<file path="src/rtl/rvx_pkg.sv">
// rvx_pkg: shared types and constants for the rv32 subset executor
// no dependencies; imported by rvx_front, rvx_back and rv32_subset_executor

package rvx_pkg;

  // register file geometry (x0 reads as zero)
  localparam int REG_COUNT = 32;
  localparam int REG_AW    = $clog2(REG_COUNT);

  // queue between front and back, and result queue
  localparam int MID_DEPTH = 4;
  localparam int MID_AW    = $clog2(MID_DEPTH);
  localparam int OUT_DEPTH = 8;
  localparam int OUT_AW    = $clog2(OUT_DEPTH);
  localparam int OUT_CW    = OUT_AW + 1;

  // request types
  localparam logic [2:0] REQ_EXEC = 3'd0;
  localparam logic [2:0] REQ_WREG = 3'd1;
  localparam logic [2:0] REQ_WMEM = 3'd2;
  localparam logic [2:0] REQ_RREG = 3'd3;
  localparam logic [2:0] REQ_RMEM = 3'd4;

  // opcodes of the subset
  localparam logic [6:0] OPC_RTYPE = 7'd51;
  localparam logic [6:0] OPC_ADDI  = 7'd19;
  localparam logic [6:0] OPC_LOAD  = 7'd3;
  localparam logic [6:0] OPC_STORE = 7'd35;

  // operation kinds after decode
  localparam logic [2:0] KIND_NOP   = 3'd0;
  localparam logic [2:0] KIND_ALU   = 3'd1;
  localparam logic [2:0] KIND_LOAD  = 3'd2;
  localparam logic [2:0] KIND_STORE = 3'd3;
  localparam logic [2:0] KIND_WREG  = 3'd4;
  localparam logic [2:0] KIND_WMEM  = 3'd5;
  localparam logic [2:0] KIND_RREG  = 3'd6;
  localparam logic [2:0] KIND_RMEM  = 3'd7;

  // decoded operation
  typedef struct packed {
    logic [2:0]        kind;
    logic              sub;
    logic              use_imm;
    logic              unknown;
    logic              rs1_used;
    logic              rs2_used;
    logic              rd_we;
    logic [REG_AW-1:0] rs1;
    logic [REG_AW-1:0] rs2;
    logic [REG_AW-1:0] rd;
    logic [31:0]       data;
    logic [9:0]        tgt;
  } uop_t;

  // one result word
  typedef struct packed {
    logic [31:0] read_value;
    logic        unknown_opcode;
  } res_t;

endpackage

</file>
<file path="src/rtl/rvx_front.sv">
// rvx_front: accepts request words, decodes them and queues decoded operations
// depends on rvx_pkg

module rvx_front
  import rvx_pkg::*;
(
  input  logic        clk,
  input  logic        rst_n,
  input  logic        push,
  output logic        full,
  input  logic [2:0]  req_type,
  input  logic [31:0] instr_word,
  input  logic [9:0]  target_index,
  input  logic [31:0] write_value,
  input  logic        head_pop,
  output logic        head_valid,
  output uop_t        head
);

  uop_t              uop_d;
  uop_t              q_r [MID_DEPTH];
  logic [MID_AW-1:0] wr_ptr_r;
  logic [MID_AW-1:0] rd_ptr_r;
  logic [MID_AW:0]   cnt_r;
  logic [MID_AW:0]   cnt_nxt;
  logic              do_push;
  logic              do_pop;
  logic [31:0]       imm_i;
  logic [31:0]       imm_s;

  assign imm_i = {{20{instr_word[31]}}, instr_word[31:20]};
  assign imm_s = {{20{instr_word[31]}}, instr_word[31:25], instr_word[11:7]};

  always_comb begin
    uop_d = '0;
    unique case (req_type)
      REQ_EXEC: begin
        uop_d.rs1 = instr_word[19:15];
        uop_d.rs2 = instr_word[24:20];
        uop_d.rd  = instr_word[11:7];
        unique case (instr_word[6:0])
          OPC_RTYPE: begin
            uop_d.kind     = KIND_ALU;
            uop_d.sub      = |instr_word[31:25];
            uop_d.rs1_used = 1'b1;
            uop_d.rs2_used = 1'b1;
            uop_d.rd_we    = |instr_word[11:7];
          end
          OPC_ADDI: begin
            uop_d.kind     = KIND_ALU;
            uop_d.use_imm  = 1'b1;
            uop_d.data     = imm_i;
            uop_d.rs1_used = 1'b1;
            uop_d.rd_we    = |instr_word[11:7];
          end
          OPC_LOAD: begin
            uop_d.kind     = KIND_LOAD;
            uop_d.use_imm  = 1'b1;
            uop_d.data     = imm_i;
            uop_d.rs1_used = 1'b1;
            uop_d.rd_we    = |instr_word[11:7];
          end
          OPC_STORE: begin
            uop_d.kind     = KIND_STORE;
            uop_d.use_imm  = 1'b1;
            uop_d.data     = imm_s;
            uop_d.rs1_used = 1'b1;
            uop_d.rs2_used = 1'b1;
          end
          default: begin
            uop_d.kind    = KIND_NOP;
            uop_d.unknown = 1'b1;
          end
        endcase
      end
      REQ_WREG: begin
        uop_d.kind  = KIND_WREG;
        uop_d.rd    = target_index[REG_AW-1:0];
        uop_d.data  = write_value;
        uop_d.rd_we = |target_index[REG_AW-1:0];
      end
      REQ_WMEM: begin
        uop_d.kind = KIND_WMEM;
        uop_d.data = write_value;
        uop_d.tgt  = target_index;
      end
      REQ_RREG: begin
        uop_d.kind     = KIND_RREG;
        uop_d.rs1      = target_index[REG_AW-1:0];
        uop_d.rs1_used = 1'b1;
      end
      REQ_RMEM: begin
        uop_d.kind = KIND_RMEM;
        uop_d.tgt  = target_index;
      end
      default: begin
        uop_d.kind = KIND_NOP;
      end
    endcase
  end

  assign full       = (cnt_r == (MID_AW + 1)'(MID_DEPTH));
  assign head_valid = (cnt_r != '0);
  assign head       = q_r[rd_ptr_r];
  assign do_push    = push && !full;
  assign do_pop     = head_pop && head_valid;

  always_comb begin
    cnt_nxt = cnt_r;
    if (do_push && !do_pop) begin
      cnt_nxt = cnt_r + 1'b1;
    end else if (do_pop && !do_push) begin
      cnt_nxt = cnt_r - 1'b1;
    end
  end

  always_ff @(posedge clk) begin
    if (!rst_n) begin
      wr_ptr_r <= '0;
      rd_ptr_r <= '0;
      cnt_r    <= '0;
    end else begin
      cnt_r <= cnt_nxt;
      if (do_push) begin
        wr_ptr_r <= wr_ptr_r + 1'b1;
      end
      if (do_pop) begin
        rd_ptr_r <= rd_ptr_r + 1'b1;
      end
    end
  end

  always_ff @(posedge clk) begin
    if (do_push) begin
      q_r[wr_ptr_r] <= uop_d;
    end
  end

endmodule

</file>
<file path="config.mk">
export PLATFORM = sky130hd
export DESIGN_NAME = rvx_front
export DESIGN_NICKNAME = d
export VERILOG_FILES = /design/src/rtl/rvx_pkg.sv /design/src/rtl/rvx_front.sv
export SDC_FILE = /design/constraint.sdc
export NUM_CORES = 1
export LEC_CHECK = 0
export ABC_AREA = 1
export BUFFER_PORTS_ARGS = -buffer_cell sky130_fd_sc_hd__buf_4
export CAP_MARGIN = 10
export CELL_PAD_IN_SITES_DETAIL_PLACEMENT = 2
export CELL_PAD_IN_SITES_GLOBAL_PLACEMENT = 2
export CORE_UTILIZATION = 41
export CTS_CLUSTER_SIZE = 30
export DETAILED_ROUTE_END_ITERATION = 7
export PLACE_DENSITY_LB_ADDON = 0.1
export SKIP_CTS_REPAIR_TIMING = 1
export SLEW_MARGIN = 20
export SYNTH_ARGS = -nofsm -noshare
export SYNTH_HDL_FRONTEND = slang
export SYNTH_SLANG_ARGS = --single-unit
</file>
<file path="constraint.sdc">
create_clock -name clk -period 7.8 [get_ports clk]
set_clock_uncertainty 0.1 [all_clocks]
set_input_delay 1.56 -clock clk [delete_from_list [all_inputs] [get_ports clk]]
set_output_delay 1.56 -clock clk [all_outputs]
set_load 0.05 [all_outputs]
</file>
==> results of run 1 <==
metal layers:
metal / GRT usage / up-vias / wire length, microns
met1: 0.293 / 4091 / 13800
met4: 0.0705 / 0 / 872
met3: 0.0413 / 54 / 1430
met2: 0.453 / 184 / 17700
met5: 0 / - / 0
li1: - / 3599 / -
registers in the layout, indices dropped and copies added, names as in the netlist, named ones only:
name      cells
rd_ptr_r      2
wr_ptr_r      2
q_r         264
cnt_r         3
worst reg2reg max path: cells and delay by family (launching register included):
kind	cells	cell delay, ps
simple gates	3	1340
flops	1	360
buf+inv	2	790
layout by cell type, fill, tap and decap left out, types with 2 or more instances in the layout:
cell type / instances
ha_1: 5
clkbuf_16: 29
nand3_1: 34
nor2_1: 165
nor2_4: 5
nand2_1: 120
nor3_1: 2
o21ai_0: 136
buf_4: 157
o22ai_1: 66
clkbuf_1: 10
clkinv_1: 2
clkinv_2: 4
o21ai_1: 14
edfxtp_1: 264
nand4_1: 4
inv_1: 36
inv_2: 2
clkbuf_8: 7
a21oi_1: 5
dfxtp_1: 7
cell type report:
type,instances,area [sq um]
multi-input combinational,563,2650
timing repair buffer,157,1180
sequential,273,8110
clock buffer,46,860
tap,335,419
fill,2604,13000
inverter,39,149
clock inverter,6,27.5
cells by family (layout without fill, tap and decap cells):
family | count (synthesis) | after routing | synth area share
buffers and inverters | 93 | 248 | 0.0380
DFF | 273 | 273 | 0.727
and+or+nand+nor | 333 | 333 | 0.119
AOI/OAI and AO/OA | 223 | 223 | 0.108
xor gates and xnor gates | 1 | 1 | 0.000786
adders and majority gates | 6 | 6 | 0.00741
Yosys cell counts, drive strengths merged:
library cell / count / area, sq um
dfxtp: 9 / 180
o22ai: 66 / 413
fa: 1 / 20.0
clkbuf: 29 / 109
xor2: 1 / 8.76
o21bai: 1 / 7.51
a21boi: 1 / 7.51
or2: 1 / 6.26
ha: 5 / 62.6
nor2: 170 / 646
edfxtp: 264 / 7930
and3: 1 / 6.26
a21oi: 5 / 25.0
nand4: 4 / 25.0
nand2: 120 / 450
nand3: 35 / 180
buf: 25 / 169
nor3: 2 / 10.0
o21ai: 150 / 751
inv: 39 / 146
through the flow:
step | util | instance area, sq um | std cells | setup slack (ps) | total power [mW]
6_report | 0.508 | 13400 | 1419 | 2960 | 4.81
2_1_floorplan | - | 11200 | 929 | 2760 | 3.00
5_1_grt | 0.508 | 13400 | 1419 | 2740 | 4.99
3_5_place_dp | 0.475 | 12500 | 1367 | 3480 | 3.55
3_3_place_gp | 0.475 | 12500 | 1367 | 3500 | 3.49
4_1_cts | 0.508 | 13400 | 1419 | 2890 | 4.86
final timing paths:
| check | end | slack, ps | cells past startpoint |
|---|---|---|---|
| max | head[4] | 2960 | 5 |
| min | flip-flop | 420 | 2 |
| max reg2reg | q_r[0][50] | 4810 | 5 |
| min reg2reg | flip-flop | 420 | 2 |
where the power goes:
group | switching, mW | leakage (nW) | total [mW] | internal, mW
clock | 0.548 | 0.438 | 1.29 | 0.747
sequential | 0.0783 | 2.55 | 1.87 | 1.79
combinational | 1.23 | 2.09 | 1.64 | 0.414
==> flow_summary.ini, run 1 <==
[power]
leakagePower_nw = 5.08
cellPowerDensity_nw_per_um2 = 359
peakVddDrop_mv = 0.263

[setup_path]
critPathBufInv = 3
worstSetupPathType = reg2out
crit_path_cell_trace = inv_4 -> buf_4 -> o21ai_0 -> o22ai_1 -> buf_4
cp-start-kind = flip-flop
worst_path_most_repeated_cell = buf_4
slowest_stage = inv_4
arrival_ps = 3180
rr_startpoint = cnt_r[0]
cp.required_ps = 6140
end_kind = output port
crit_family = buffers and inverters
path_max_fanout = 83
cpPeakStageDelay_ps = 700

[clock_tree]
cts_buffers = 29
clock-root-buffer = clkbuf_16
cts.clk_slew.worst_paths_ps = 60
cts_sinks = 273
htree_levels = 1
cts_tree = done
clk_latency_ps = 550
clockBufferDepth = 3

[floorplanning]
rows = 59
die_w_microns = 167
dieArea_sq_um = 27900
start_util = 0.423
core_sq_um = 26400
io_pins = 149
die_h_microns = 167

[synth]
synthCells = 929
synth_area_per_cell_sq_um = 12.0
synth-seq-area-share = 0.727
syn_nets = 1016
synth_area_sq_um = 11200
synth_warnings = 0
synth_seq_cells = 273
ys_types = 26

[global_route]
grt_overflow = 0
grt_start_max_net_pins = 84
grt_pass1_vias = 8900
globalRouteTotalUtil = 0.246
antenna_found_initial = 0
grt_pass1_wl_microns = 52000

[detailed_routing]
vias = 7928
drcViolationCount = 0
drt.antenna.violating_nets = 0
wl_microns = 33900
drtIter0Drc = 383
routed_via_density = 5.59
drt-pass1-iter-count = 4
avgRoutedWirePerCell_microns = 23.9

[sta]
layout_min_cycle_time_ps = 4840
tns_ps = 0
fmax_mhz = 207
setup_viol = 0
holdWs_ps = 421
relSlewSlack = 0.268
hold_violations = 0
timing.final.max_slew_violations = 0
rsz0062_at_grt = no
min_period_over_period = 0.621
worst_slew_pin_slew_ps = 1100

[final_layout]
nets = 1150
areaGrowthSynthToFinish_pct = 20.1
drive_gt1_frac = 0.193
diodes = 0

[place]
numPortBuffers = 145
hpwl_microns = 20600
place_congestion = 0.717

[status]
run_status = complete, no violations

[worst_hold_path]
hp-start = rd_ptr_r[1]
hold_class = reg2reg

[job]
cap_violations = 0
Power figures use the tool's default switching activity.
==> run 2: changes to the inputs <==
--- a/config.mk
+++ b/config.mk
@@ -10,7 +10,7 @@
 export CAP_MARGIN = 10
 export CELL_PAD_IN_SITES_DETAIL_PLACEMENT = 2
 export CELL_PAD_IN_SITES_GLOBAL_PLACEMENT = 2
-export CORE_UTILIZATION = 41
+export CORE_UTILIZATION = 35
 export CTS_CLUSTER_SIZE = 30
 export DETAILED_ROUTE_END_ITERATION = 7
 export PLACE_DENSITY_LB_ADDON = 0.1
==> constraint.sdc (replaced) <==
create_clock -name clk -period 4.1 [get_ports clk]
set_clock_uncertainty 0.1 [all_clocks]
set_input_delay 0.82 -clock clk [delete_from_list [all_inputs] [get_ports clk]]
set_output_delay 0.82 -clock clk [all_outputs]
set_load 0.05 [all_outputs]
==> flow_summary.ini, run 2 (same netlist as run 1, synthesis figures left out) <==
[status]
run_status = complete, no violations

[setup_path]
worstSetupPathType = reg2out
slowest_stage = buf_12
end_kind = output port
cp-start-kind = flip-flop
crit_path_cell_trace = buf_12 -> o21ai_0 -> o22ai_1 -> buf_4
path_max_fanout = 132
cp.required_ps = 3180
arrival_ps = 2370
cpPeakStageDelay_ps = 410

[clock_tree]
cts_buffers = 31
clk_latency_ps = 560
cts_tree = done
cts_sinks = 273
cts.clk_slew.worst_paths_ps = 60
clockBufferDepth = 3
htree_levels = 1
clock-root-buffer = clkbuf_16

[sta]
layout_min_cycle_time_ps = 3290
hold_violations = 0
setup_viol = 0
finalWorstSetupSlack_ps = 814
worst_slew_pin_slew_ps = 771
rsz0062_at_grt = no
fmax_mhz = 304
relSlewSlack = 0.486
timing.final.max_slew_violations = 0
min_period_over_period = 0.801

[power]
total_power_mw = 9.63
leakagePower_nw = 5.23
peakVddDrop_mv = 0.365
cellPowerDensity_nw_per_um2 = 697

[place]
dpl_cell_area_sq_um = 12800
place_congestion = 0.702
dpl.cell_count = 1437
numPortBuffers = 145
preCtsSetupSlack_ps = 1290
hpwl_microns = 20300

[global_route]
antenna_found_initial = 0
globalRouteTotalUtil = 0.203
grt_overflow = 0
grt_start_max_net_pins = 133
grt_pass1_vias = 8466
grt_pass1_wl_microns = 50000

[detailed_routing]
avgRoutedWirePerCell_microns = 22.0
vias = 7829
wl_met3_microns = 1290
wl_met1_microns = 14300
drtIter0Drc = 334
drt-pass1-iter-count = 4
wl_microns = 32900
top_layer = met4
routed_via_density = 5.24
drcViolationCount = 0
dr_wl_met2_microns = 16800
drt.antenna.violating_nets = 0

[final_layout]
fillers = 3163
largest_reg_flops = 264
nets = 1161
diodes = 0
design_area_sq_um = 13800
stdcell_count = 1494
top_register = q_r
areaGrowthSynthToFinish_pct = 23.9
largestRegisters = q_r (264), cnt_r (3)
drive_gt1_frac = 0.203
postLayoutCoreUtil = 0.446
final_common_cell = edfxtp_1
layout_common_cells = edfxtp_1, nor2_1, buf_4

[floorplanning]
dieArea_sq_um = 32600
core_sq_um = 31000
rows = 64
die_w_microns = 180
io_pins = 149
die_h_microns = 180
start_util = 0.360

[job]
cap_violations = 0

[worst_hold_path]
hold_class = reg2reg
run 2: changes by cell type in the layout (fill, tap and decap cells not counted), moves of 2 or more:
| cell | change |
|---|---|
| clkbuf_8 | -7 |
| clkinv_1 | +4 |
| clkinvlp_4 | +2 |
| clkbuf_16 | +2 |
| bufinv_16 | +6 |
| clkbuf_1 | -4 |
| buf_12 | +8 |
run 2: metal layers:
layer,vias up,track usage
li1,3628,-
met1,4005,0.259
met2,161,0.366
met3,35,0.0261
met4,0,0.0431
met5,-,0
run 2: worst paths after layout:
| kind | cells after the start | start | slack, ps | endpoint |
|---|---|---|---|---|
| hold / removal | 2 | cnt_r[1] | 430 | cnt_r[1] |
| setup / recovery | 4 | flip-flop | 810 | head[13] |
| hold reg to reg | 2 | cnt_r[1] | 430 | cnt_r[1] |
| setup reg to reg | 12 | cnt_r[0] | 1700 | cnt_r[2] |
run 2: final cells by class:
cell class	count	area [sq um]	share of cell area
well taps	396	495	0.0359
clock buffers	37	798	0.0578
repair buffers	166	1350	0.0975
inverters	39	149	0.0108
flip-flops and latches	273	8110	0.587
clock inverters	20	263	0.0190
multi-input cells	563	2650	0.192
run 2: where the power goes:
part           leakage, nW  switching, mW  internal (mW)
clock                0.513           1.12           1.76
sequential            2.55         0.0970           3.40
combinational         2.16           2.39          0.850
run 2: critical path: cells and delay by family (launching register included):
family	cells	cell delay, ps
buffers and inverters	2	700
DFF	1	370
AOI/OAI and AO/OA	2	620
run 2: through the flow:
stage / hold slack, ps / setup TNS (ps)
6_report: 434 / 0
5_1_grt: 456 / 0
4_1_cts: 435 / 0
3_5_place_dp: 428 / 0
3_3_place_gp: 412 / 0
2_1_floorplan: 382 / -53520
